==> config.mk <==
export PLATFORM = sky130hd
export DESIGN_NAME = sgf_ctrl
export DESIGN_NICKNAME = d
export VERILOG_FILES = /design/src/sgf_pkg.sv /design/src/sgf_ctrl.sv
export VERILOG_INCLUDE_DIRS = /design/src /design/src/src
export SDC_FILE = /design/constraint.sdc
export NUM_CORES = 1
export LEC_CHECK = 0
export BUFFER_PORTS_ARGS = -buffer_cell sky130_fd_sc_hd__buf_2
export CAP_MARGIN = 20
export CORE_AREA = 5 5 42 44
export CTS_CLUSTER_DIAMETER = 100
export DETAILED_ROUTE_END_ITERATION = 10
export DIE_AREA = 0 0 47 49
export PLACE_DENSITY = 0.54
export SLEW_MARGIN = 20
export SYNTH_ARGS = -nofsm -noshare
export SYNTH_HDL_FRONTEND = slang
export SYNTH_SLANG_ARGS = --single-unit
export TNS_END_PERCENT = 30
==> constraint.sdc <==
create_clock -name i_clk -period 0.93 [get_ports i_clk]
set_input_delay 0.0465 -clock i_clk [delete_from_list [all_inputs] [get_ports i_clk]]
set_output_delay 0.0465 -clock i_clk [all_outputs]
set_load 0.01 [all_outputs]
==> src/savgol_fir_three_axis_defines.svh <==
// assertion macros shared by the filter modules
// no dependencies; included by the controller and the datapath
`ifndef SAVGOL_FIR_THREE_AXIS_DEFINES_SVH
`define SAVGOL_FIR_THREE_AXIS_DEFINES_SVH

// same-cycle implication, checked out of reset
`define SGF_ASSERT_IMPLY(lbl, clk, rst_n, ante, cons, msg) \
    lbl: assert property (@(posedge clk) disable iff (!(rst_n)) (ante) |-> (cons)) \
        else $error(msg);

// next-cycle implication, checked out of reset
`define SGF_ASSERT_NEXT(lbl, clk, rst_n, ante, cons, msg) \
    lbl: assert property (@(posedge clk) disable iff (!(rst_n)) (ante) |=> (cons)) \
        else $error(msg);

`endif

==> src/sgf_pkg.sv <==
// shared types, constants and the coefficient lookup of the smoothing filter
// no dependencies
package sgf_pkg;

    localparam int COEF_W     = 16;
    localparam int NORM_W     = 16;
    localparam int WIN_W      = 4;
    localparam int CFG_DATA_W = 64;
    localparam int CFG_ADDR_W = 5;
    localparam int TAP_IDX_W  = 5;
    localparam int AXES       = 3;

    localparam logic [1:0] REG_WINDOW  = 2'd0;
    localparam logic [1:0] REG_NORM    = 2'd1;
    localparam logic [1:0] REG_COEF_LO = 2'd2;
    localparam logic [1:0] REG_COEF_HI = 2'd3;

    localparam logic [WIN_W-1:0]  WINDOW_RST = 4'd5;
    localparam logic [NORM_W-1:0] NORM_RST   = 16'd35;

    typedef struct packed {
        logic [WIN_W-1:0]      window;
        logic [NORM_W-1:0]     norm;
        logic [CFG_DATA_W-1:0] coef_lo;
        logic [CFG_DATA_W-1:0] coef_hi;
    } t_cfg;

    typedef struct packed {
        logic accept;
        logic rd_issue;
        logic div_init;
        logic div_step;
        logic out_load;
    } t_cmd;

    typedef struct packed {
        logic tap_last;
        logic pipe_empty;
        logic div_last;
    } t_sts;

    // taps 8 and above carry no coefficient
    function automatic logic signed [COEF_W-1:0] tap_coef(
        input logic [CFG_DATA_W-1:0] lo,
        input logic [CFG_DATA_W-1:0] hi,
        input logic [TAP_IDX_W-1:0]  idx
    );
        logic [CFG_DATA_W-1:0]    word;
        logic signed [COEF_W-1:0] c;
        word = idx[2] ? hi : lo;
        c = word[{idx[1:0], 4'b0000} +: COEF_W];
        if (idx[TAP_IDX_W-1:3] != '0) begin
            c = '0;
        end
        return c;
    endfunction

endpackage

==> src/sgf_ctrl.sv <==
// sequencer: sample load, tap loop, pipeline drain, divide and result hand-off
// depends on sgf_pkg and the assertion macro header
`include "savgol_fir_three_axis_defines.svh"

module sgf_ctrl (
    input  logic           i_clk,
    input  logic           i_rst_n,
    input  logic           i_in_valid,
    output logic           o_in_ready,
    input  logic           i_out_ready,
    output logic           o_out_valid,
    output sgf_pkg::t_cmd  o_cmd,
    input  sgf_pkg::t_sts  i_sts
);

    typedef enum logic [2:0] {
        S_IDLE,
        S_MAC,
        S_DRAIN,
        S_DIV,
        S_OUT
    } t_state;

    t_state r_state;
    logic   r_out_valid;

    assign o_in_ready     = (r_state == S_IDLE);
    assign o_out_valid    = r_out_valid;
    assign o_cmd.accept   = i_in_valid && o_in_ready;
    assign o_cmd.rd_issue = (r_state == S_MAC);
    assign o_cmd.div_init = (r_state == S_DRAIN) && i_sts.pipe_empty;
    assign o_cmd.div_step = (r_state == S_DIV);
    // the output register frees up in the same cycle it is taken
    assign o_cmd.out_load = (r_state == S_OUT) && (!r_out_valid || i_out_ready);

    always_ff @(posedge i_clk) begin
        if (!i_rst_n) begin
            r_state     <= S_IDLE;
            r_out_valid <= 1'b0;
        end else begin
            if (o_cmd.out_load) begin
                r_out_valid <= 1'b1;
            end else if (i_out_ready) begin
                r_out_valid <= 1'b0;
            end
            case (r_state)
                S_IDLE: begin
                    if (o_cmd.accept) r_state <= S_MAC;
                end
                S_MAC: begin
                    if (i_sts.tap_last) r_state <= S_DRAIN;
                end
                S_DRAIN: begin
                    if (i_sts.pipe_empty) r_state <= S_DIV;
                end
                S_DIV: begin
                    if (i_sts.div_last) r_state <= S_OUT;
                end
                S_OUT: begin
                    if (o_cmd.out_load) r_state <= S_IDLE;
                end
                default: r_state <= S_IDLE;
            endcase
        end
    end

    `SGF_ASSERT_IMPLY(a_load_free, i_clk, i_rst_n, o_cmd.out_load, !r_out_valid || i_out_ready, "result overwritten before taken")
    `SGF_ASSERT_NEXT(a_accept_starts, i_clk, i_rst_n, o_cmd.accept, r_state == S_MAC, "accepted item did not start the tap loop")
    `SGF_ASSERT_IMPLY(a_valid_from_out, i_clk, i_rst_n, $rose(r_out_valid), $past(r_state) == S_OUT, "result raised outside the hand-off state")

endmodule

==> qor.csv <==
stage,metric,value,unit
run_status,run status,"complete, but fails checks",
run_status,failing checks,negative setup slack,
grt,largest net degree at the start of global routing,11,
timing,min Tclk post-route,1153,ps
floorplanning,Initial Util,0.1839,
setup_path,"slowest stage cell, crit path",dfxtp_2,
clock_network,CTS Hold Bufs,0,
floorplanning,Rows,14,
setup_path,CP max FO,3,
place,dpl cells,55,
setup_path,CP cell instances,"buf_6, nor3b_4, nor2b_4, buf_6",
setup_path,CP endpoint kind,primary output,
synth,ys async rst share,0,
grt,Total GRT Usage,0.06056,
synth,post-synthesis mux area share,0,
timing,max frequency,867.3,MHz
floorplanning,Die W,47,um
finish,"commonest non-fill, non-tap cell in the layout",buf_2,
grt,antenna violations before repair,0,
place,HPWL after detailed placement,513.1,um
setup_path,CP required,880,ps
finish,most frequent cells in the layout,"buf_2 (11), buf_4 (5), buf_6 (4)",
route,WL per Instance,11.59,um
floorplanning,I/O pins,14,
grt,GRT overflow,0,
route,Via density,4.476,
synth,synth top area cells,"dfxtp_1 (31%), buf_6 (8.7%), and4bb_2 (4.9%)",
clock_network,CTS tree,done,
setup_path,Crit path top cell by count,buf_6,
synth,largest family of logic cells by synthesized area,simple AND/OR/NAND/NOR gates,
finish,fillcell total,157,
setup_path,CP arrival,1110,ps
timing,worst slew pin tran,228.0,ps
route,detailed-route via count,282,
clock_network,Max Buffers Root-to-Sink,2,
synth,simple-gate area share of the yosys netlist,0.3786,
route,Routed Antenna Nets,0,
setup_path,critical path buffer and inverter count,2,
finish,Non-Filler Instances,63,
timing,RSZ-0062 raised after global routing,true,
synth,"count leader, synth",dfxtp_1,
setup_path,critical path's top delay family,flip-flops,
hold_path,Hold/Removal Path Class,input port to register,
timing,fin crit share,1.240,
timing,fin. max-slew vios,0,
clock_network,worst skew pair latency,230,ps
setup_path,"slowest stage delay, CP",330,ps
place,IO Port Bufs,13,
synth,share of the synthesized area in the top cell type,0.3107,
synth,Post-Synth Adder-Cell Area,0,
synth,"top cells by count, synth","dfxtp_1 (4), buf_6 (2), nand2_1 (2)",
grt,vias in the first global route,245,
route,Routed WL,730,um
synth,post-synthesis cell type count,21,
route,detailed-router iteration count before antenna repair,2,
finish,Layout Nets,56,
synth,YS warnings,0,
timing,Slew HR,0.8469,
power,total power,0.0005671,W
finish,area grow syn2layout,70.87,%
synth,synthesized cell area,257.7,um^2
clock_network,root buf cell,clkbuf_4,
clock_network,H-tree depth,1,
route,Post-route DRC,0,
job,number of max-cap violations,0,
floorplanning,Die Height,49,um
place,placement-stage cell area,335.3,um^2
synth,Post-Synthesis Cells,26,
place,Final GP Congestion,0.6686,
synth,compound-gate portion of the synthesized area,0.2233,
finish,fraction of layout cells with a size suffix above 1,0.7021,
synth,top_reg_cell synth,dfxtp_1,
setup_path,Worst setup SP type,register,
synth,XOR/XNOR Fraction of Synth Area,0,
timing,setup violators final,10,
clock_network,CTS buffer count,3,
power,leakage dissipation,0.2057,nW
synth,synthesized net count,33,
power,Power Density,1288,mW/mm^2
synth,Avg Inst Size Synth,9.913,um^2
synth,Post-synth EDFFs,0,
finish,Finished Cell Area,440.4,um^2
route,Starting DRT DRC Count,12,
synth,sequential area share after synthesis,0.3107,
power,Max rail drop VDD,434.8,uV
clock_network,Clock Pin Slew Worst Setup and Hold Paths,40,ps
timing,clk_skew,7.548,ps
timing,"Hold Vio Cnt, Final",0,
floorplanning,die area,0.002303,mm^2
clock_network,Clock Sinks,4,
setup_path,WS Path Type,register to primary output,
timing,min setup slack post-route,-223.0,ps
grt,global-route wire length before repair,993,um
synth,Synth Register Bits,4,
finish,Ant. Diodes,0,
synth,"area leader, netlist",dfxtp_1,
floorplanning,Core Region,0.001401,mm^2
[metal layers]
metal,track usage,vias to the layer above,share of wire
met5,0,-,0
met4,0.04147,0,0.018
met3,0.03690,2,0.092
met2,0.08145,7,0.51
met1,0.06813,134,0.38
li1,-,139,-
[report_power, final]
group / internal, W / switching [W]
logic: 0.0000909 / 0.0000652
registers: 0.000183 / 0.0000171
clock network: 0.000144 / 0.0000668
total: 0.000418 / 0.000149
[through the flow]
stage	hold WS [ps]	TNS, ps	util	setup slack [ps]
after floorplan	164.3	0	-	28.04
after global placement	292.3	-35.08	0.2393	-33.97
after detailed placement	308.1	-79.37	0.2393	-41.10
after CTS	61.49	-1339	0.2741	-257.7
after global routing	72.77	-1828	0.3143	-261.8
final	65.50	-1408	0.3143	-223.0
[cell type report]
type                    instances  area (um^2)  share of cell area
flip-flops and latches          4        86.33              0.1960
multi-input cells              20        173.9              0.3949
repair buffers                 20        137.6              0.3125
well taps                      16        20.02             0.04545
clock buffers                   3        22.52             0.05114
[repair_timing]
item | CTS | global route
gates resized for setup | 5 | 7
setup buffers | 1 | 4
pin swaps | 3 | 3
setup endpoints to repair | 9 | 10
[registers in the layout (all words and copies together), names as in the netlist]
| signal | flops |
|---|---|
| o_out_valid | 1 |
| r_state | 3 |
[path summary, 6_finish.rpt]
kind	depth (start not counted)	startpoint	end	slack, ps
worst max-delay path	4	r_state[0]$_SDFFE_PN0P_	o_cmd[0]	-220
worst min-delay path	2	i_rst_n	o_out_valid$_SDFFE_PN0P_	70
worst max register to register	6	r_state[0]$_SDFFE_PN0P_	r_state[2]$_SDFFE_PN0P_	-170
worst min register to register	1	r_state[1]$_SDFFE_PN0P_	r_state[1]$_SDFFE_PN0P_	550
[kinds of logic after synthesis]
kind of cell | count (synthesis)
and+or+nand+nor | 13
AOI/OAI and AO/OA | 7
DFF | 4
buffers and inverters | 2
Note: power is estimated with default switching activity, not from simulation.
