## src/savgol_fir_three_axis_defines.svh

```systemverilog
// assertion macros shared by the filter modules
// no dependencies; included by the controller and the datapath
`ifndef SAVGOL_FIR_THREE_AXIS_DEFINES_SVH
`define SAVGOL_FIR_THREE_AXIS_DEFINES_SVH

// same-cycle implication, checked out of reset
`define SGF_ASSERT_IMPLY(lbl, clk, rst_n, ante, cons, msg) \
    lbl: assert property (@(posedge clk) disable iff (!(rst_n)) (ante) |-> (cons)) \
        else $error(msg);

// next-cycle implication, checked out of reset
`define SGF_ASSERT_NEXT(lbl, clk, rst_n, ante, cons, msg) \
    lbl: assert property (@(posedge clk) disable iff (!(rst_n)) (ante) |=> (cons)) \
        else $error(msg);

`endif

```

## src/sgf_pkg.sv

```systemverilog
// shared types, constants and the coefficient lookup of the smoothing filter
// no dependencies
package sgf_pkg;

    localparam int COEF_W     = 16;
    localparam int NORM_W     = 16;
    localparam int WIN_W      = 4;
    localparam int CFG_DATA_W = 64;
    localparam int CFG_ADDR_W = 5;
    localparam int TAP_IDX_W  = 5;
    localparam int AXES       = 3;

    localparam logic [1:0] REG_WINDOW  = 2'd0;
    localparam logic [1:0] REG_NORM    = 2'd1;
    localparam logic [1:0] REG_COEF_LO = 2'd2;
    localparam logic [1:0] REG_COEF_HI = 2'd3;

    localparam logic [WIN_W-1:0]  WINDOW_RST = 4'd5;
    localparam logic [NORM_W-1:0] NORM_RST   = 16'd35;

    typedef struct packed {
        logic [WIN_W-1:0]      window;
        logic [NORM_W-1:0]     norm;
        logic [CFG_DATA_W-1:0] coef_lo;
        logic [CFG_DATA_W-1:0] coef_hi;
    } t_cfg;

    typedef struct packed {
        logic accept;
        logic rd_issue;
        logic div_init;
        logic div_step;
        logic out_load;
    } t_cmd;

    typedef struct packed {
        logic tap_last;
        logic pipe_empty;
        logic div_last;
    } t_sts;

    // taps 8 and above carry no coefficient
    function automatic logic signed [COEF_W-1:0] tap_coef(
        input logic [CFG_DATA_W-1:0] lo,
        input logic [CFG_DATA_W-1:0] hi,
        input logic [TAP_IDX_W-1:0]  idx
    );
        logic [CFG_DATA_W-1:0]    word;
        logic signed [COEF_W-1:0] c;
        word = idx[2] ? hi : lo;
        c = word[{idx[1:0], 4'b0000} +: COEF_W];
        if (idx[TAP_IDX_W-1:3] != '0) begin
            c = '0;
        end
        return c;
    endfunction

endpackage

```

## src/sgf_dp.sv

```systemverilog
// datapath: sample ring, three multiply-accumulate lanes and three serial dividers
// depends on sgf_pkg and the assertion macro header
`include "savgol_fir_three_axis_defines.svh"

module sgf_dp #(
    parameter int MAX_TAPS    = 8,
    parameter int SAMPLE_BITS = 24
) (
    input  logic                          i_clk,
    input  logic                          i_rst_n,
    input  sgf_pkg::t_cfg                 i_cfg,
    input  sgf_pkg::t_cmd                 i_cmd,
    output sgf_pkg::t_sts                 o_sts,
    input  logic signed [SAMPLE_BITS-1:0] i_in_x,
    input  logic signed [SAMPLE_BITS-1:0] i_in_y,
    input  logic signed [SAMPLE_BITS-1:0] i_in_z,
    output logic signed [SAMPLE_BITS-1:0] o_out_x,
    output logic signed [SAMPLE_BITS-1:0] o_out_y,
    output logic signed [SAMPLE_BITS-1:0] o_out_z,
    output logic                          o_warming_up
);

    localparam int AXES   = sgf_pkg::AXES;
    localparam int NORM_W = sgf_pkg::NORM_W;
    localparam int SLOT_W = $clog2(MAX_TAPS);
    localparam int CNT_W  = $clog2(MAX_TAPS + 1);
    localparam int PROD_W = SAMPLE_BITS + sgf_pkg::COEF_W;
    localparam int ACC_W  = PROD_W + $clog2(MAX_TAPS);
    localparam int QB     = SAMPLE_BITS + 1;
    localparam int HI_W   = ACC_W - QB;
    localparam int REM_W  = NORM_W + 1;
    localparam int DC_W   = $clog2(QB);
    localparam int ROW_W  = AXES * SAMPLE_BITS;
    localparam int BS_W   = SLOT_W + 2;

    // one row holds z, y, x of one sample
    logic [ROW_W-1:0]              r_ring [MAX_TAPS];
    logic [ROW_W-1:0]              r_rdata;

    logic [SLOT_W-1:0]             r_wslot;
    logic [SLOT_W-1:0]             n_wslot;
    logic [SLOT_W-1:0]             r_rslot;
    logic [SLOT_W-1:0]             rslot_inc;
    logic [SLOT_W-1:0]             base_slot;
    logic [BS_W-1:0]               base_sum;
    logic [CNT_W-1:0]              r_fill;
    logic [CNT_W-1:0]              n_fill;
    logic [CNT_W-1:0]              w_eff;
    logic [CNT_W-1:0]              n_cnt;
    logic [CNT_W-1:0]              r_n;
    logic                          r_warm;
    logic                          n_warm;
    logic [NORM_W-1:0]             r_div;
    logic [NORM_W-1:0]             n_div;
    logic [SLOT_W-1:0]             r_tap;
    logic [SLOT_W-1:0]             r_rd_tap;
    logic                          r_rd_vld;
    logic                          r_prod_vld;
    logic [DC_W-1:0]               r_dcnt;

    logic signed [sgf_pkg::COEF_W-1:0] coef;
    logic signed [SAMPLE_BITS-1:0]     lane_s   [AXES];
    logic signed [PROD_W-1:0]          n_prod   [AXES];
    logic signed [PROD_W-1:0]          r_prod   [AXES];
    logic signed [ACC_W-1:0]           r_acc    [AXES];
    logic [ACC_W-1:0]                  mag      [AXES];
    logic                              init_ovf [AXES];
    logic [REM_W-1:0]                  trial    [AXES];
    logic [REM_W-1:0]                  rem_nx   [AXES];
    logic                              q_bit    [AXES];
    logic [REM_W-1:0]                  r_rem    [AXES];
    logic [QB-1:0]                     r_qsh    [AXES];
    logic                              r_neg    [AXES];
    logic                              r_ovf    [AXES];
    logic [SAMPLE_BITS-1:0]            res      [AXES];
    logic [SAMPLE_BITS-1:0]            r_out    [AXES];
    logic                              r_out_warm;
    logic                              rem_ok;

    // load-time bookkeeping: new fill, window clamp, oldest slot, divisor
    always_comb begin
        n_wslot = (r_wslot == SLOT_W'(MAX_TAPS - 1)) ? '0 : r_wslot + 1'b1;
        n_fill  = (r_fill < CNT_W'(MAX_TAPS)) ? r_fill + 1'b1 : r_fill;
        if (i_cfg.window == '0) begin
            w_eff = CNT_W'(1);
        end else if ({2'b00, i_cfg.window} > 6'(MAX_TAPS)) begin
            w_eff = CNT_W'(MAX_TAPS);
        end else begin
            w_eff = CNT_W'(i_cfg.window);
        end
        n_warm   = (n_fill < w_eff);
        n_cnt    = n_warm ? n_fill : w_eff;
        base_sum = BS_W'(n_wslot) + BS_W'(MAX_TAPS) - BS_W'(n_cnt);
        if (base_sum >= BS_W'(MAX_TAPS)) begin
            base_slot = SLOT_W'(base_sum - BS_W'(MAX_TAPS));
        end else begin
            base_slot = SLOT_W'(base_sum);
        end
        if (n_warm) begin
            n_div = NORM_W'(n_cnt);
        end else if (i_cfg.norm == '0) begin
            n_div = NORM_W'(1);
        end else begin
            n_div = i_cfg.norm;
        end
        rslot_inc = (r_rslot == SLOT_W'(MAX_TAPS - 1)) ? '0 : r_rslot + 1'b1;
    end

    // warm-up mean uses unit weights
    always_comb begin
        if (r_warm) begin
            coef = sgf_pkg::COEF_W'(1);
        end else begin
            coef = sgf_pkg::tap_coef(i_cfg.coef_lo, i_cfg.coef_hi,
                                     sgf_pkg::TAP_IDX_W'(r_rd_tap));
        end
        for (int a = 0; a < AXES; a++) begin
            lane_s[a] = r_rdata[a*SAMPLE_BITS +: SAMPLE_BITS];
            n_prod[a] = PROD_W'(coef) * PROD_W'(lane_s[a]);
        end
    end

    // divider lanes work on magnitudes, so the quotient truncates toward zero
    always_comb begin
        rem_ok = 1'b1;
        for (int a = 0; a < AXES; a++) begin
            mag[a]      = r_acc[a][ACC_W-1] ? ACC_W'(-r_acc[a]) : ACC_W'(r_acc[a]);
            init_ovf[a] = (mag[a][ACC_W-1:QB] >= HI_W'(r_div));
            trial[a]    = {r_rem[a][REM_W-2:0], r_qsh[a][QB-1]};
            q_bit[a]    = (trial[a] >= REM_W'(r_div));
            rem_nx[a]   = q_bit[a] ? trial[a] - REM_W'(r_div) : trial[a];
            if (!r_ovf[a] && (r_rem[a] >= REM_W'(r_div))) begin
                rem_ok = 1'b0;
            end
            if (r_neg[a]) begin
                if (r_ovf[a] || (r_qsh[a] > {2'b01, {(SAMPLE_BITS-1){1'b0}}})) begin
                    res[a] = {1'b1, {(SAMPLE_BITS-1){1'b0}}};
                end else begin
                    res[a] = SAMPLE_BITS'(~r_qsh[a] + QB'(1));
                end
            end else begin
                if (r_ovf[a] || (r_qsh[a] > {2'b00, {(SAMPLE_BITS-1){1'b1}}})) begin
                    res[a] = {1'b0, {(SAMPLE_BITS-1){1'b1}}};
                end else begin
                    res[a] = r_qsh[a][SAMPLE_BITS-1:0];
                end
            end
        end
    end

    always_ff @(posedge i_clk) begin
        if (i_cmd.accept) begin
            r_ring[r_wslot] <= {i_in_z, i_in_y, i_in_x};
        end
        if (i_cmd.rd_issue) begin
            r_rdata <= r_ring[r_rslot];
        end
    end

    always_ff @(posedge i_clk) begin
        if (!i_rst_n) begin
            r_wslot    <= '0;
            r_fill     <= '0;
            r_rd_vld   <= 1'b0;
            r_prod_vld <= 1'b0;
        end else begin
            if (i_cmd.accept) begin
                r_wslot <= n_wslot;
                r_fill  <= n_fill;
            end
            r_rd_vld   <= i_cmd.rd_issue;
            r_prod_vld <= r_rd_vld;
        end
    end

    always_ff @(posedge i_clk) begin
        if (i_cmd.accept) begin
            r_warm  <= n_warm;
            r_n     <= n_cnt;
            r_div   <= n_div;
            r_rslot <= base_slot;
            r_tap   <= '0;
        end
        if (i_cmd.rd_issue) begin
            r_rslot  <= rslot_inc;
            r_tap    <= r_tap + 1'b1;
            r_rd_tap <= r_tap;
        end
        if (i_cmd.div_init) begin
            r_dcnt <= '0;
        end else if (i_cmd.div_step) begin
            r_dcnt <= r_dcnt + 1'b1;
        end
        for (int a = 0; a < AXES; a++) begin
            if (r_rd_vld) begin
                r_prod[a] <= n_prod[a];
            end
            if (i_cmd.accept) begin
                r_acc[a] <= '0;
            end else if (r_prod_vld) begin
                r_acc[a] <= r_acc[a] + ACC_W'(r_prod[a]);
            end
            // the remainder starts from the high part, which the overflow check keeps below d
            if (i_cmd.div_init) begin
                r_neg[a] <= r_acc[a][ACC_W-1];
                r_ovf[a] <= init_ovf[a];
                r_rem[a] <= REM_W'(mag[a][ACC_W-1:QB]);
                r_qsh[a] <= mag[a][QB-1:0];
            end else if (i_cmd.div_step) begin
                r_rem[a] <= rem_nx[a];
                r_qsh[a] <= {r_qsh[a][QB-2:0], q_bit[a]};
            end
            if (i_cmd.out_load) begin
                r_out[a] <= res[a];
            end
        end
        if (i_cmd.out_load) begin
            r_out_warm <= r_warm;
        end
    end

    assign o_sts.tap_last   = (r_tap == SLOT_W'(r_n - 1'b1));
    assign o_sts.pipe_empty = !r_rd_vld && !r_prod_vld;
    assign o_sts.div_last   = (r_dcnt == DC_W'(QB - 1));

    assign o_out_x      = r_out[0];
    assign o_out_y      = r_out[1];
    assign o_out_z      = r_out[2];
    assign o_warming_up = r_out_warm;

    `SGF_ASSERT_IMPLY(a_tap_in_window, i_clk, i_rst_n, i_cmd.rd_issue, CNT_W'(r_tap) < r_n, "tap read beyond the window")
    `SGF_ASSERT_IMPLY(a_rem_below_div, i_clk, i_rst_n, i_cmd.div_step, rem_ok, "divider remainder not below divisor")
    `SGF_ASSERT_IMPLY(a_fill_bounded, i_clk, i_rst_n, 1'b1, r_fill <= CNT_W'(MAX_TAPS), "fill count beyond ring depth")

endmodule

```

## config.mk

```make
export PLATFORM = sky130hd
export DESIGN_NAME = sgf_dp
export DESIGN_NICKNAME = d
export VERILOG_FILES = /design/src/sgf_pkg.sv /design/src/sgf_dp.sv
export VERILOG_INCLUDE_DIRS = /design/src /design/src/src
export SDC_FILE = /design/constraint.sdc
export NUM_CORES = 2
export LEC_CHECK = 0
export BUFFER_PORTS_ARGS = -buffer_cell sky130_fd_sc_hd__buf_2
export CELL_PAD_IN_SITES_DETAIL_PLACEMENT = 1
export CELL_PAD_IN_SITES_GLOBAL_PLACEMENT = 1
export CORE_UTILIZATION = 41
export CTS_CLUSTER_SIZE = 24
export DETAILED_ROUTE_END_ITERATION = 7
export PLACE_DENSITY_LB_ADDON = 0.1
export SLEW_MARGIN = 25
export SYNTH_ARGS = -nofsm -noshare
export SYNTH_HDL_FRONTEND = slang
export SYNTH_SLANG_ARGS = --single-unit
```

## constraint.sdc

```tcl
create_clock -name i_clk -period 9.37 [get_ports i_clk]
set_input_delay 0.4685 -clock i_clk [delete_from_list [all_inputs] [get_ports i_clk]]
set_output_delay 0.4685 -clock i_clk [all_outputs]
set_load 0.1 [all_outputs]
```

==> metrics <==
vias=66000; starting density of the core=41.3%; Commonest cells post-synth=inv_1, fa_1, edfxtp_1; Final min period=8870 ps; Slew headroom=17.1%; Main synth FF type=edfxtp_1; placed cell count=12100; Synth top area share=34.4%; Synth async-reset ratio=0%; synthesized net count=10800; leading cell type by number of instances after synthesis=inv_1; Final Instance Area=0.109 mm2; dpl ws=400 ps; highest clock rate=0.113 GHz; critical path data required time=9920 ps; Core Area=0.238 mm2; Post-DRT Antenna Nets=0; CTS tree=done; die span in x=492 um; Post-CTS Setup Repair Bufs=0; initial DRC count=3543; Yosys cell types=84; CP arrival=9420 ps; buffer depth of the longest clock path=3; Final #Nets=11100; critical path type=flip-flop to flip-flop; final hold violation count=0; Mapped Avg Cell Area=11.0 um2; hpwl dp=206 mm; setup slack after layout=500 ps; Final setup viols=0; Critical Path Start Type=flip-flop; fillers=25500; CTS Sinks=1142; synthesized area=0.0983 mm2; CTS clock-pin slew for the worst setup and hold paths=60 ps; synthesis-to-layout area growth=10.8%; Inserted Clock Buffers=134; Slew @ Worst Pin=1240 ps; Wirelength per Cell=21.8 um; fin crit share=94.7%; synthesized flop and latch total=1142; Final Skew=35.9 ps; critical path capture point type=flip-flop; Max Slew Vio Count=0; first-pass detailed-route iteration total=7; Residual DRC=48; gr ovfl total=0; Routed WL=272 mm; # IOs=303; site row count=179; sequential area share after synthesis=34.7%; Area contributors post-synth=edfxtp_1, fa_1, ha_1; number of synthesized flops with an enable pin=1128; all-layer global routing usage=22.7%; routability cong.=0.860; Max H-tree Level=4; HP Class=input port to flip-flop; crit path max fanout=32; status=finished with violations; initial antenna violation count=27; pin count of the biggest net entering global routing=103; clk root buf=clkbuf_16; clk_lat worst skew=800 ps; Max Cap Viol=0; post-synthesis cell count=8921; DIE AREA=0.242 mm2; first-pass GRT wire length=427 mm; yosys synthesis warning count=0; vias in the first global route=72900; share of cells above drive strength 1=10.3%; Placed Area=0.103 mm2; Fin Setup TNS=0 ps; via/cell ratio=5.30; Buffers on Ports=302; failing checks=design-rule violations; Non-Filler Instances=12500; Synth area leader=edfxtp_1; floorplan die height=492 um
-- what timing repair did --
action                     in CTS  in global routing
hold endpoints to repair      607                  0
hold buffers                   89                  0
setup endpoints to repair       0                  3
resized for setup               0                  3
-- final timing paths --
path / cells past startpoint / endpoint / slack, ps / startpoint
setup reg to reg: 24 / r_prod[0][119]$_DFFE_PP_ / 500 / r_rd_tap[2]$_DFFE_PP_
hold / removal: 3 / r_dcnt[1]$_SDFFE_PP0P_ / 90 / i_cmd[1]
setup / recovery: 24 / r_prod[0][119]$_DFFE_PP_ / 500 / r_rd_tap[2]$_DFFE_PP_
hold reg to reg: 2 / r_dcnt[4]$_SDFFE_PP0P_ / 540 / r_dcnt[4]$_SDFFE_PP0P_
-- routing by layer --
| layer | global-route usage [%] | part of all wire (%) |
|---|---|---|
| met1 | 32.5 | 48 |
| met2 | 36.7 | 46 |
| met3 | 2.67 | 4.0 |
| met4 | 5.68 | 2.4 |
| met5 | 0 | 0.033 |
-- cell families after synthesis --
| kind of cell | share of synthesized area, % |
|---|---|
| AOI/OAI and AO/OA | 7.67 |
| xor gates and xnor gates | 3.57 |
| adders and majority gates | 29.8 |
| buffers and inverters | 6.92 |
| DFF | 34.7 |
| muxes | 5.33 |
| and+or+nand+nor | 11.9 |
-- layout by cell type (no fill, tap or decap), types with 34 or more instances in the layout --
master | synthesis | final
o21bai_1 | 40 | 40
mux4_2 | 176 | 176
o21ai_0 | 347 | 345
fa_1 | 1129 | 1129
edfxtp_1 | 1128 | 1128
a31oi_1 | 44 | 43
nand4_1 | 53 | 53
nand3_1 | 78 | 78
xor2_1 | 167 | 167
o21a_1 | 34 | 34
or2_2 | 44 | 42
xnor2_1 | 234 | 234
ha_1 | 539 | 539
and2_1 | 435 | 435
nor3_1 | 81 | 79
buf_4 | 3 | 78
nor2_1 | 390 | 369
a21o_1 | 144 | 143
or3_1 | 65 | 65
inv_1 | 1442 | 1442
nor2b_1 | 127 | 125
dlygate4sd3_1 | 0 | 89
mux2i_1 | 44 | 40
o31ai_1 | 45 | 45
buf_2 | 1 | 300
a21oi_1 | 301 | 300
nand2_1 | 950 | 950
nand2b_1 | 53 | 52
o311ai_0 | 50 | 50
mux2_2 | 74 | 74
clkbuf_16 | 0 | 134
-- flip-flops by register name (all words and copies together), names as in the netlist, 3 cells and up --
signal and flops:
r_ring 576, r_acc 129, r_prod 120, r_qsh 75
r_out 72, r_rdata 72, r_rem 48, r_div 16
r_dcnt 5, r_fill 4, r_n 3, r_neg 3
r_ovf 3, r_rd_tap 3, r_rslot 3, r_tap 3
r_wslot 3
-- worst max-delay path, cell delays in order, from the launching register on --
cell and delay [ps]:
edfxtp_1 390, buf_12 260, mux4_2 550, mux2i_2 700, nor2_2 420, and2_1 330, fa_1 530, inv_1 60
fa_1 530, inv_1 50, fa_1 510, inv_1 60, fa_1 550, fa_1 430, fa_1 530, inv_1 50
ha_1 360, and3_1 270, a221oi_1 330, o211ai_1 150, a21oi_1 290, o21ai_0 190, a221oi_1 450, mux2i_1 140
a2111oi_0 460
-- final cells by class --
cell class | count | area (um2) | area share (%)
Multi-Input combinational cell | 5972 | 57600 | 52.9
Sequential cell | 1142 | 34200 | 31.4
Inverter | 1444 | 5420 | 4.98
Tap cell | 3167 | 3960 | 3.64
Clock buffer | 162 | 3460 | 3.17
Timing Repair Buffer | 482 | 3280 | 3.01
Clock inverter | 80 | 985 | 0.904
Antenna cell | 13 | 32.5 | 0.0299
-- stage by stage --
| step | hold slack [ps] | utilization [%] |
|---|---|---|
| finish | 86.8 | 45.8 |
| global route | 91.0 | 45.8 |
| CTS | 30.0 | 45.7 |
| detailed placement | 529 | 43.5 |
| global placement | 488 | 43.5 |
| floorplan | 424 | - |
Power is not shown: default switching activity piles up to over one toggle a cycle in this logic, so the estimate is an artifact.
