## src/savgol_fir_three_axis_defines.svh

```systemverilog
// assertion macros shared by the filter modules
// no dependencies; included by the controller and the datapath
`ifndef SAVGOL_FIR_THREE_AXIS_DEFINES_SVH
`define SAVGOL_FIR_THREE_AXIS_DEFINES_SVH

// same-cycle implication, checked out of reset
`define SGF_ASSERT_IMPLY(lbl, clk, rst_n, ante, cons, msg) \
    lbl: assert property (@(posedge clk) disable iff (!(rst_n)) (ante) |-> (cons)) \
        else $error(msg);

// next-cycle implication, checked out of reset
`define SGF_ASSERT_NEXT(lbl, clk, rst_n, ante, cons, msg) \
    lbl: assert property (@(posedge clk) disable iff (!(rst_n)) (ante) |=> (cons)) \
        else $error(msg);

`endif

```

## src/sgf_pkg.sv

```systemverilog
// shared types, constants and the coefficient lookup of the smoothing filter
// no dependencies
package sgf_pkg;

    localparam int COEF_W     = 16;
    localparam int NORM_W     = 16;
    localparam int WIN_W      = 4;
    localparam int CFG_DATA_W = 64;
    localparam int CFG_ADDR_W = 5;
    localparam int TAP_IDX_W  = 5;
    localparam int AXES       = 3;

    localparam logic [1:0] REG_WINDOW  = 2'd0;
    localparam logic [1:0] REG_NORM    = 2'd1;
    localparam logic [1:0] REG_COEF_LO = 2'd2;
    localparam logic [1:0] REG_COEF_HI = 2'd3;

    localparam logic [WIN_W-1:0]  WINDOW_RST = 4'd5;
    localparam logic [NORM_W-1:0] NORM_RST   = 16'd35;

    typedef struct packed {
        logic [WIN_W-1:0]      window;
        logic [NORM_W-1:0]     norm;
        logic [CFG_DATA_W-1:0] coef_lo;
        logic [CFG_DATA_W-1:0] coef_hi;
    } t_cfg;

    typedef struct packed {
        logic accept;
        logic rd_issue;
        logic div_init;
        logic div_step;
        logic out_load;
    } t_cmd;

    typedef struct packed {
        logic tap_last;
        logic pipe_empty;
        logic div_last;
    } t_sts;

    // taps 8 and above carry no coefficient
    function automatic logic signed [COEF_W-1:0] tap_coef(
        input logic [CFG_DATA_W-1:0] lo,
        input logic [CFG_DATA_W-1:0] hi,
        input logic [TAP_IDX_W-1:0]  idx
    );
        logic [CFG_DATA_W-1:0]    word;
        logic signed [COEF_W-1:0] c;
        word = idx[2] ? hi : lo;
        c = word[{idx[1:0], 4'b0000} +: COEF_W];
        if (idx[TAP_IDX_W-1:3] != '0) begin
            c = '0;
        end
        return c;
    endfunction

endpackage

```

## src/sgf_cfg.sv

```systemverilog
// apb register bank: window size, norm divisor and the two coefficient words
// depends on sgf_pkg
module sgf_cfg (
    input  logic                                i_clk,
    input  logic                                i_rst_n,
    input  logic                                psel,
    input  logic                                penable,
    input  logic                                pwrite,
    input  logic [sgf_pkg::CFG_ADDR_W-1:0]      paddr,
    input  logic [sgf_pkg::CFG_DATA_W-1:0]      pwdata,
    output logic [sgf_pkg::CFG_DATA_W-1:0]      prdata,
    output logic                                pready,
    output sgf_pkg::t_cfg                       o_cfg
);

    logic [sgf_pkg::WIN_W-1:0]      r_window;
    logic [sgf_pkg::NORM_W-1:0]     r_norm;
    logic [sgf_pkg::CFG_DATA_W-1:0] r_coef_lo;
    logic [sgf_pkg::CFG_DATA_W-1:0] r_coef_hi;
    logic [1:0]                     reg_idx;
    logic                           wr_en;

    assign pready  = 1'b1;
    assign reg_idx = paddr[4:3];
    assign wr_en   = psel && penable && pwrite && pready;

    always_ff @(posedge i_clk) begin
        if (!i_rst_n) begin
            r_window  <= sgf_pkg::WINDOW_RST;
            r_norm    <= sgf_pkg::NORM_RST;
            r_coef_lo <= '0;
            r_coef_hi <= '0;
        end else if (wr_en) begin
            case (reg_idx)
                sgf_pkg::REG_WINDOW:  r_window  <= pwdata[sgf_pkg::WIN_W-1:0];
                sgf_pkg::REG_NORM:    r_norm    <= pwdata[sgf_pkg::NORM_W-1:0];
                sgf_pkg::REG_COEF_LO: r_coef_lo <= pwdata;
                sgf_pkg::REG_COEF_HI: r_coef_hi <= pwdata;
                default: begin
                end
            endcase
        end
    end

    always_comb begin
        case (reg_idx)
            sgf_pkg::REG_WINDOW:  prdata = sgf_pkg::CFG_DATA_W'(r_window);
            sgf_pkg::REG_NORM:    prdata = sgf_pkg::CFG_DATA_W'(r_norm);
            sgf_pkg::REG_COEF_LO: prdata = r_coef_lo;
            sgf_pkg::REG_COEF_HI: prdata = r_coef_hi;
            default:              prdata = '0;
        endcase
    end

    assign o_cfg.window  = r_window;
    assign o_cfg.norm    = r_norm;
    assign o_cfg.coef_lo = r_coef_lo;
    assign o_cfg.coef_hi = r_coef_hi;

endmodule

```

## config.mk

```make
export PLATFORM = sky130hd
export DESIGN_NAME = sgf_cfg
export DESIGN_NICKNAME = d
export VERILOG_FILES = /design/src/savgol_fir_three_axis_defines.svh /design/src/sgf_pkg.sv /design/src/sgf_cfg.sv
export SDC_FILE = /design/constraint.sdc
export NUM_CORES = 1
export LEC_CHECK = 0
export ABC_AREA = 1
export CORE_AREA = 2 2 112 114
export DETAILED_ROUTE_END_ITERATION = 8
export DIE_AREA = 0 0 114 116
export DONT_BUFFER_PORTS = 1
export MAX_ROUTING_LAYER = met4
export PLACE_DENSITY = 0.85
export SYNTH_ARGS = -nofsm -noshare
export SYNTH_HDL_FRONTEND = slang
export SYNTH_SLANG_ARGS = --single-unit
```

## constraint.sdc

```tcl
create_clock -name i_clk -period 1.4 [get_ports i_clk]
set_clock_uncertainty 0.2 [all_clocks]
set_input_delay 0.07 -clock i_clk [delete_from_list [all_inputs] [get_ports i_clk]]
set_output_delay 0.07 -clock i_clk [all_outputs]
set_load 0.05 [all_outputs]
```

==> flow_metrics.tcl, run 1 <==
set metrics [dict create \
    post_synth_xor_area_fraction_pct 0 \
    yosys.area.top_type "sky130_fd_sc_hd__dfxtp_1" \
    synth_compound_gate_area_share_pct 6.04 \
    flow.first_error "[ERROR DPL-0038] Utilization greater than 100%, impossible to legalize" \
    row_count 40 \
    post_synth_fa_ha_maj_area_fraction_pct 0 \
    synthesized_area_divided_by_synthesized_cell_count_um2 6.88 \
    largest_net_degree_at_the_start_of_global_routing 98 \
    placed_cells 1253 \
    finalWeightedCongestion 0.841 \
    initial_utilization_pct 58.4 \
    main_combinational_cell_family_by_area_after_synthesis "simple AND/OR/NAND/NOR gates" \
    netlist_area_um2 6960 \
    yosysWarningCount 0 \
    fp.dieH_um 116 \
    pin_count 287 \
    cts.htree.levels 4 \
    clock_sink_count 148 \
    post-synth-top-area-fraction_pct 42.6 \
    post_synth_main_area_contributors "sky130_fd_sc_hd__dfxtp_1 (43%), sky130_fd_sc_hd__nor2_1 (16%), sky130_fd_sc_hd__nand3_1 (12%)" \
    run_status "did not finish" \
    post_synthesis_net_count 1086 \
    clock_path_buffers 2 \
    placement.io_buffers 0 \
    worst-endpoint-pin-kind "output port" \
    post_synth_inst_count 1012 \
    die_width_um 114 \
    flow.stopped_at "global routing (5_1_grt)" \
    ctsRootBufferMaster "sky130_fd_sc_hd__clkbuf_16" \
    ys_seq_elements 148 \
    place.detailed.hpwl_um 13200 \
    grt-worst-endpoint "prdata[2]" \
    synth.yosys.seq_area_share_pct 42.6 \
    synth_simple_gate_area_share_pct 39.9 \
    yosys-mux-area-fraction_pct 0 \
    ys_types 17 \
    numCtsBuffers 17 \
]
==> Yosys cell counts <==
cell,instances
sky130_fd_sc_hd__nor2_1,289
sky130_fd_sc_hd__nand2_1,212
sky130_fd_sc_hd__nand3_1,160
sky130_fd_sc_hd__dfxtp_1,148
sky130_fd_sc_hd__inv_1,67
sky130_fd_sc_hd__a22o_1,48
sky130_fd_sc_hd__buf_2,26
sky130_fd_sc_hd__buf_6,25
sky130_fd_sc_hd__buf_1,12
sky130_fd_sc_hd__buf_4,10
sky130_fd_sc_hd__nand4_1,4
sky130_fd_sc_hd__nor2_4,4
sky130_fd_sc_hd__clkbuf_1,3
sky130_fd_sc_hd__conb_1,1
sky130_fd_sc_hd__inv_2,1
sky130_fd_sc_hd__nand3_4,1
sky130_fd_sc_hd__nor2_2,1
==> metrics by stage <==
stage / hold WS, ns / cell area, µm² / setup slack (ns) / TNS, ns
after CTS: 0.0232 / 11100 / -0.0501 / -0.185
after detailed placement: -0.0329 / 8240 / 0.136 / 0
after global placement: -0.0332 / 8240 / 0.159 / 0
after floorplan: -0.00392 / 7090 / -0.0240 / -0.0240
==> timing repair <==
action	CTS
hold endpoints to repair	148
resized for setup	52
setup endpoints to repair	43
hold buffers	191
setup buffers	5
pin swaps	6
==> cell families after synthesis <==
kind of cell	Yosys count
other cells	1
buf+inv	144
compound gates	48
flops	148
simple gates	671
==> inputs of run 2 (changes only) <==
Settings changed: CORE_AREA 2 2 112 114 to not set, CORE_MARGIN set to 2, CORE_UTILIZATION set to 40, DIE_AREA 0 0 114 116 to not set, MAX_ROUTING_LAYER met4 to not set, PLACE_DENSITY 0.85 to not set, PLACE_DENSITY_LB_ADDON set to 0.15.
==> run 2 against run 1 <==
The flow now finishes, with violations (setup timing). Area after synthesis unchanged. Synthesized cell count unchanged.
==> flow_metrics.tcl, run 2 <==
set metrics [dict create \
    worstHoldPathType "primary input to register" \
    post_synthesis_net_count 1086 \
    die_width_um 136 \
    drt_pass1_iterations 5 \
    post_synth_main_area_contributors "sky130_fd_sc_hd__dfxtp_1 (43%), sky130_fd_sc_hd__nor2_1 (16%), sky130_fd_sc_hd__nand3_1 (12%)" \
    yosys.area.top_type "sky130_fd_sc_hd__dfxtp_1" \
    cts.htree.levels 4 \
    ys_types 17 \
    clock_insertion_delay_worst_skew_ns 0.41 \
    critPathMaxStageDelay_ns 0.32 \
    numCtsBuffers 17 \
    finish.cell_count_without_fillers 1586 \
    clock_path_buffers 2 \
    finalCritPeriodShare_pct 102 \
    netlist_area_um2 6960 \
    cell_with_the_most_instances_after_synthesis "sky130_fd_sc_hd__nor2_1" \
    detailed_route_iter0_violations 378 \
    dpl_worst_slack_ns 0.130 \
    violations "setup timing" \
    finalCriticalPeriod_ns 1.43 \
    num_antenna_cells 0 \
    power.ir.vdd_worst_mv 0.782 \
    cts_tree "yes" \
    max_cap_violations 0 \
    design.final.nets 1422 \
    placed_cells 1342 \
    grt_first_pass_wirelength_um 37600 \
    min_path_cells 4 \
    drt_total_wl_um 25100 \
    postRouteAntennaNets 0 \
    place.detailed.hpwl_um 13500 \
    row_count 48 \
    power_density_nw_per_um2 929 \
    detail_route.drc_violations 0 \
    antenna_found_initial 0 \
    die_outline_area_um2 18500 \
    power_w 0.0109 \
    critPathArrivalTime_ns 1.16 \
    synth-edff-count 0 \
    post-synth-top-area-fraction_pct 42.6 \
    largest_net_degree_at_the_start_of_global_routing 98 \
    synthToLayoutAreaGrowth_pct 68.7 \
    path_clk_slew_ns 0.07 \
    mostFrequentLayoutCell "sky130_fd_sc_hd__nor2_1" \
    core_region_area_um2 17200 \
    finalWeightedCongestion 0.770 \
    avgRoutedWirePerCell_um 15.8 \
    r2r.worst_path.cells 3 \
    synth.top_cells.by_count "sky130_fd_sc_hd__nor2_1 (289), sky130_fd_sc_hd__nand2_1 (212), sky130_fd_sc_hd__nand3_1 (160), sky130_fd_sc_hd__dfxtp_1 (148), sky130_fd_sc_hd__inv_1 (67)" \
    first_global_vias 7433 \
    worst-endpoint-required_ns 1.13 \
    run_status "finished with violations" \
    placement.io_buffers 0 \
    reg.largest.list "r_coef_hi x64, r_coef_lo x64, r_norm x16" \
    ctsRootBufferMaster "sky130_fd_sc_hd__clkbuf_16" \
    clock_sink_count 148 \
    post_synth_inst_count 1012 \
    hold-worst-slack_ns 0.0630 \
    rsz_0062_raised_after_global_routing "yes" \
    cp_cell_sequence "nand2_1 -> nand4_1 -> buf_12" \
    finalHoldViolCount 0 \
    achievable-frequency_mhz 698 \
    pin_count 287 \
    post-route-worst-setup-slack_ns -0.0323 \
    postSynth.asyncResetShare_pct 0 \
    grt_remaining_overflow 0 \
    synth_ff_type "sky130_fd_sc_hd__dfxtp_1" \
    static-leakage-power_nw 5.47 \
    cp_max_fo 2 \
    route.vias.total 8113 \
    timing_worst_setup_path_type "register to primary output" \
    worst_path_max_delay_cell "sky130_fd_sc_hd__dfxtp_2" \
    grtUsageTotal_pct 25.6 \
    timing.critical_path.to_type "primary output" \
    most-common-layout-cells "sky130_fd_sc_hd__nor2_1 (288), sky130_fd_sc_hd__nand2_1 (209), sky130_fd_sc_hd__dlygate4sd3_1 (191)" \
    yosysWarningCount 0 \
    slew_violations 0 \
    initial_utilization_pct 40.5 \
    report.final.setup_viol 6 \
    synth.yosys.seq_area_share_pct 42.6 \
    synthesized_area_divided_by_synthesized_cell_count_um2 6.88 \
    viasPerCell 5.12 \
    critical_path.startpoint_type "register" \
    drive_gt1_share_pct 24.7 \
    fp.dieH_um 136 \
    ys_seq_elements 148 \
]
[run 2: cell counts after synthesis]
No cell type changed its count.
[run 2: where the power goes]
part / internal, W / switching, W
Combinational: 0.000807 / 0.00111
Clock: 0.00270 / 0.00190
Sequential: 0.00431 / 0.0000895
[run 2: repair_timing]
action / in CTS / in global routing
hold endpoints to repair: 148 / 26
setup buffers: 11 / 4
gates cloned: 0 / 2
hold buffers: 194 / 2
endpoints found under the setup margin: 49 / 92
resized for setup: 56 / 37
pin swaps: 10 / 19
[run 2: stage by stage]
| stage | cell area (µm²) | util, % | setup TNS [ns] |
|---|---|---|---|
| finish | 11700 | 68.3 | -0.103 |
| global route | 11700 | 68.3 | -0.614 |
| CTS | 11500 | 66.9 | -0.352 |
| detailed placement | 8480 | 49.4 | 0 |
| global placement | 8480 | 49.4 | 0 |
| floorplan | 7090 | - | -0.0240 |
[run 2: worst max-delay path: cells and delay by family, from the launching register on]
kind / cells / cell delay, ns
flops: 1 / 0.32
simple gates: 2 / 0.22
buf+inv: 1 / 0.20
[run 2: logic make-up (layout without fill, tap and decap cells)]
logic type	count (synthesis)	in the layout	share of synthesized area, %
and+or+nand+nor	671	671	39.9
AOI/OAI and AO/OA	48	48	6.04
other	1	1	0.0539
DFF	148	148	42.6
buffers and inverters	144	493	11.5
[run 2: path summary, 6_finish.rpt]
kind,start,to,slack (ns)
setup / recovery,r_coef_lo[2]$_SDFFE_PN0P_,prdata[2],-0.03
hold / removal,i_rst_n,r_norm[0]$_SDFFE_PN1P_,0.06
setup reg to reg,r_norm[13]$_SDFFE_PN0P_,r_norm[13]$_SDFFE_PN0P_,0.04
hold reg to reg,r_coef_lo[12]$_SDFFE_PN0P_,r_coef_lo[12]$_SDFFE_PN0P_,0.29
[run 2: per-layer routing]
metal  share of wire (%)  up-vias  global-route usage, %
met5                   0        -                      0
met4                 1.7        0                   6.19
met3                 8.2       33                   6.19
met2                  49      334                   45.3
met1                  41     3871                   31.3
li1                    -     3875                      -
[run 2: cell type report]
cell class	instances	area, µm²
clock buffer	19	443
clock inverter	13	149
fill	1439	5440
inverter	68	260
multi-input combinational	720	3780
sequential	148	3000
tap	225	282
timing repair buffer	393	3820
Power figures use the tool's default switching activity.
==> inputs of run 3 (changes only) <==
Settings changed: CORE_UTILIZATION 40 to 30, SETUP_SLACK_MARGIN set to 0.4.
==> run 3 against run 2 <==
The run ends with hold timing, setup timing left. Cell count down 18%. Non-clock buffer count down 338. Clock power down 2%. Critical path type unchanged. Critical endpoint is now prdata[1].
==> flow_metrics.tcl, run 3 (synthesis results as in run 2) <==
set metrics [dict create \
    run_status "finished with violations" \
    violations "hold timing, setup timing" \
    viasPerCell 4.87 \
    hold-worst-slack_ns -0.454 \
    finalCritPeriodShare_pct 108 \
    cts_tree "yes" \
    seq_power_share_pct 44.3 \
    power_density_nw_per_um2 1040 \
    grt_first_pass_wirelength_um 34300 \
    postRouteAntennaNets 0 \
    post-route-worst-setup-slack_ns -0.107 \
    sequential_cell_area_um2 3520 \
    initial_utilization_pct 30.7 \
    drt_total_wl_um 22000 \
    mostFrequentLayoutCell "sky130_fd_sc_hd__nor2_1" \
    antenna_found_initial 0 \
    cts_setup_buffers 0 \
    fp.dieH_um 156 \
    die_outline_area_um2 24400 \
    place.detailed.hpwl_um 14100 \
    cp_max_fo 3 \
    static-leakage-power_nw 4.52 \
    switching_share_pct 30.6 \
    finalCriticalPeriod_ns 1.51 \
    clock_path_buffers 2 \
    largest_net_degree_at_the_start_of_global_routing 149 \
    clock_insertion_delay_worst_skew_ns 0.41 \
    worstHoldPathType "primary input to register" \
    p_switching_w 0.00308 \
    rsz_0062_raised_after_global_routing "yes" \
    detailed_route_iter0_violations 273 \
    utilization_pct 42.9 \
    finalWeightedCongestion 0.745 \
    placement.cell_area_um2 8580 \
    report.final.setup_viol 55 \
    multi_input_comb_area_um2 4150 \
    cts.htree.levels 4 \
    achievable-frequency_mhz 664 \
    clock_power_share_pct 44.9 \
    finalHoldViolCount 148 \
    p_int_w 0.00700 \
    design.final.nets 1084 \
    grt_remaining_overflow 0 \
    combinationalPowerShare_pct 10.8 \
    detail_route.drc_violations 0 \
    grtUsageTotal_pct 17.8 \
    filler_cell_count 2276 \
    max_cap_violations 0 \
    synthToLayoutAreaGrowth_pct 39.9 \
    timing.critical_path.to_type "primary output" \
    critPathArrivalTime_ns 1.24 \
    num_antenna_cells 0 \
    ctsRootBufferMaster "sky130_fd_sc_hd__clkbuf_16" \
    avgRoutedWirePerCell_um 16.8 \
    stdcell_area_um2 9740 \
    timing_worst_setup_path_type "register to primary output" \
    first_global_vias 6016 \
    power_w 0.0101 \
    core_region_area_um2 22700 \
    reg.largest.list "r_coef_hi x64, r_coef_lo x64, r_norm x16" \
    path_clk_slew_ns 0.07 \
    power.ir.vdd_worst_mv 0.670 \
    placement.io_buffers 0 \
    pin_count 287 \
    route.vias.total 6374 \
    clock_sink_count 148 \
    die_width_um 156 \
    row_count 55 \
    setup.reg_to_reg.worst_slack_ns 0.49 \
    numCtsBuffers 17 \
    most-common-layout-cells "sky130_fd_sc_hd__nor2_1 (288), sky130_fd_sc_hd__nand2_1 (165), sky130_fd_sc_hd__dfxtp_4 (147)" \
    drive_gt1_share_pct 35.5 \
    worst-endpoint-required_ns 1.13 \
    slew_violations 0 \
    drt_pass1_iterations 4 \
    critical_path.startpoint_type "register" \
]
run 3: changes by cell type in the layout (fill, tap and decap cells not counted), sizes merged:
cell	before	now
clkbuf	22	18
dlymetal6s4s	1	0
bufinv	2	1
clkinv	6	3
buf	198	55
dlygate4sd3	191	0
inv	70	75
run 3: worst paths after layout:
path	startpoint	to	cells past startpoint
worst max-delay path	r_coef_lo[1]$_SDFFE_PN0P_	prdata[1]	3
worst min-delay path	i_rst_n	r_norm[1]$_SDFFE_PN1P_	1
worst max register to register	r_norm[8]$_SDFFE_PN0P_	r_norm[8]$_SDFFE_PN0P_	2
worst min register to register	r_coef_lo[41]$_SDFFE_PN0P_	r_coef_lo[41]$_SDFFE_PN0P_	2
run 3: cell type report:
class	count	share of cell area, %
clock buffers	18	4.51
clock inverters	14	1.43
repair buffers	55	9.05
multi-input cells	720	42.6
inverters	68	2.65
flip-flops and latches	148	36.1
well taps	285	3.66
run 3: routing by layer:
metal / track usage [%] / share of wire, % / routed length [µm]
met4: 4.94 / 1.1 / 241
met3: 4.90 / 5.9 / 1290
met5: 0 / 0 / 0
met1: 22.5 / 45 / 9920
met2: 29.6 / 48 / 10500
run 3: critical path, cell delays in order, from the launching register on:
cell and delay, ns:
sky130_fd_sc_hd__dfxtp_4 0.46, sky130_fd_sc_hd__nand2_2 0.06, sky130_fd_sc_hd__nand4_1 0.14, sky130_fd_sc_hd__buf_12 0.15
run 3: what timing repair did:
action / CTS / global route
pin swaps: 91 / 32
endpoints found under the setup margin: 212 / 212
resized for setup: 140 / 27
endpoints found under the hold margin: 148 / 148
run 3: per-stage QoR:
stage | hold slack (ns) | cells | TNS (ns) | setup slack, ns
floorplan | -0.00461 | 1012 | 0 | 0.183
global placement | -0.0326 | 1276 | 0 | 0.200
detailed placement | -0.0300 | 1276 | 0 | 0.188
CTS | -0.479 | 1308 | -3.57 | -0.143
global route | -0.472 | 1308 | -4.23 | -0.158
finish | -0.454 | 1308 | -1.75 | -0.107
run 3: power groups by stage:
stage	combinational [W]	clock, W	sequential (W)
6_report	0.00109	0.00453	0.00447
5_1_grt	0.00119	0.00488	0.00448
4_1_cts	0.00110	0.00469	0.00449
3_5_place_dp	0.00104	0	0.00460
3_3_place_gp	0.00103	0	0.00460
2_1_floorplan	0.000842	0	0.00463
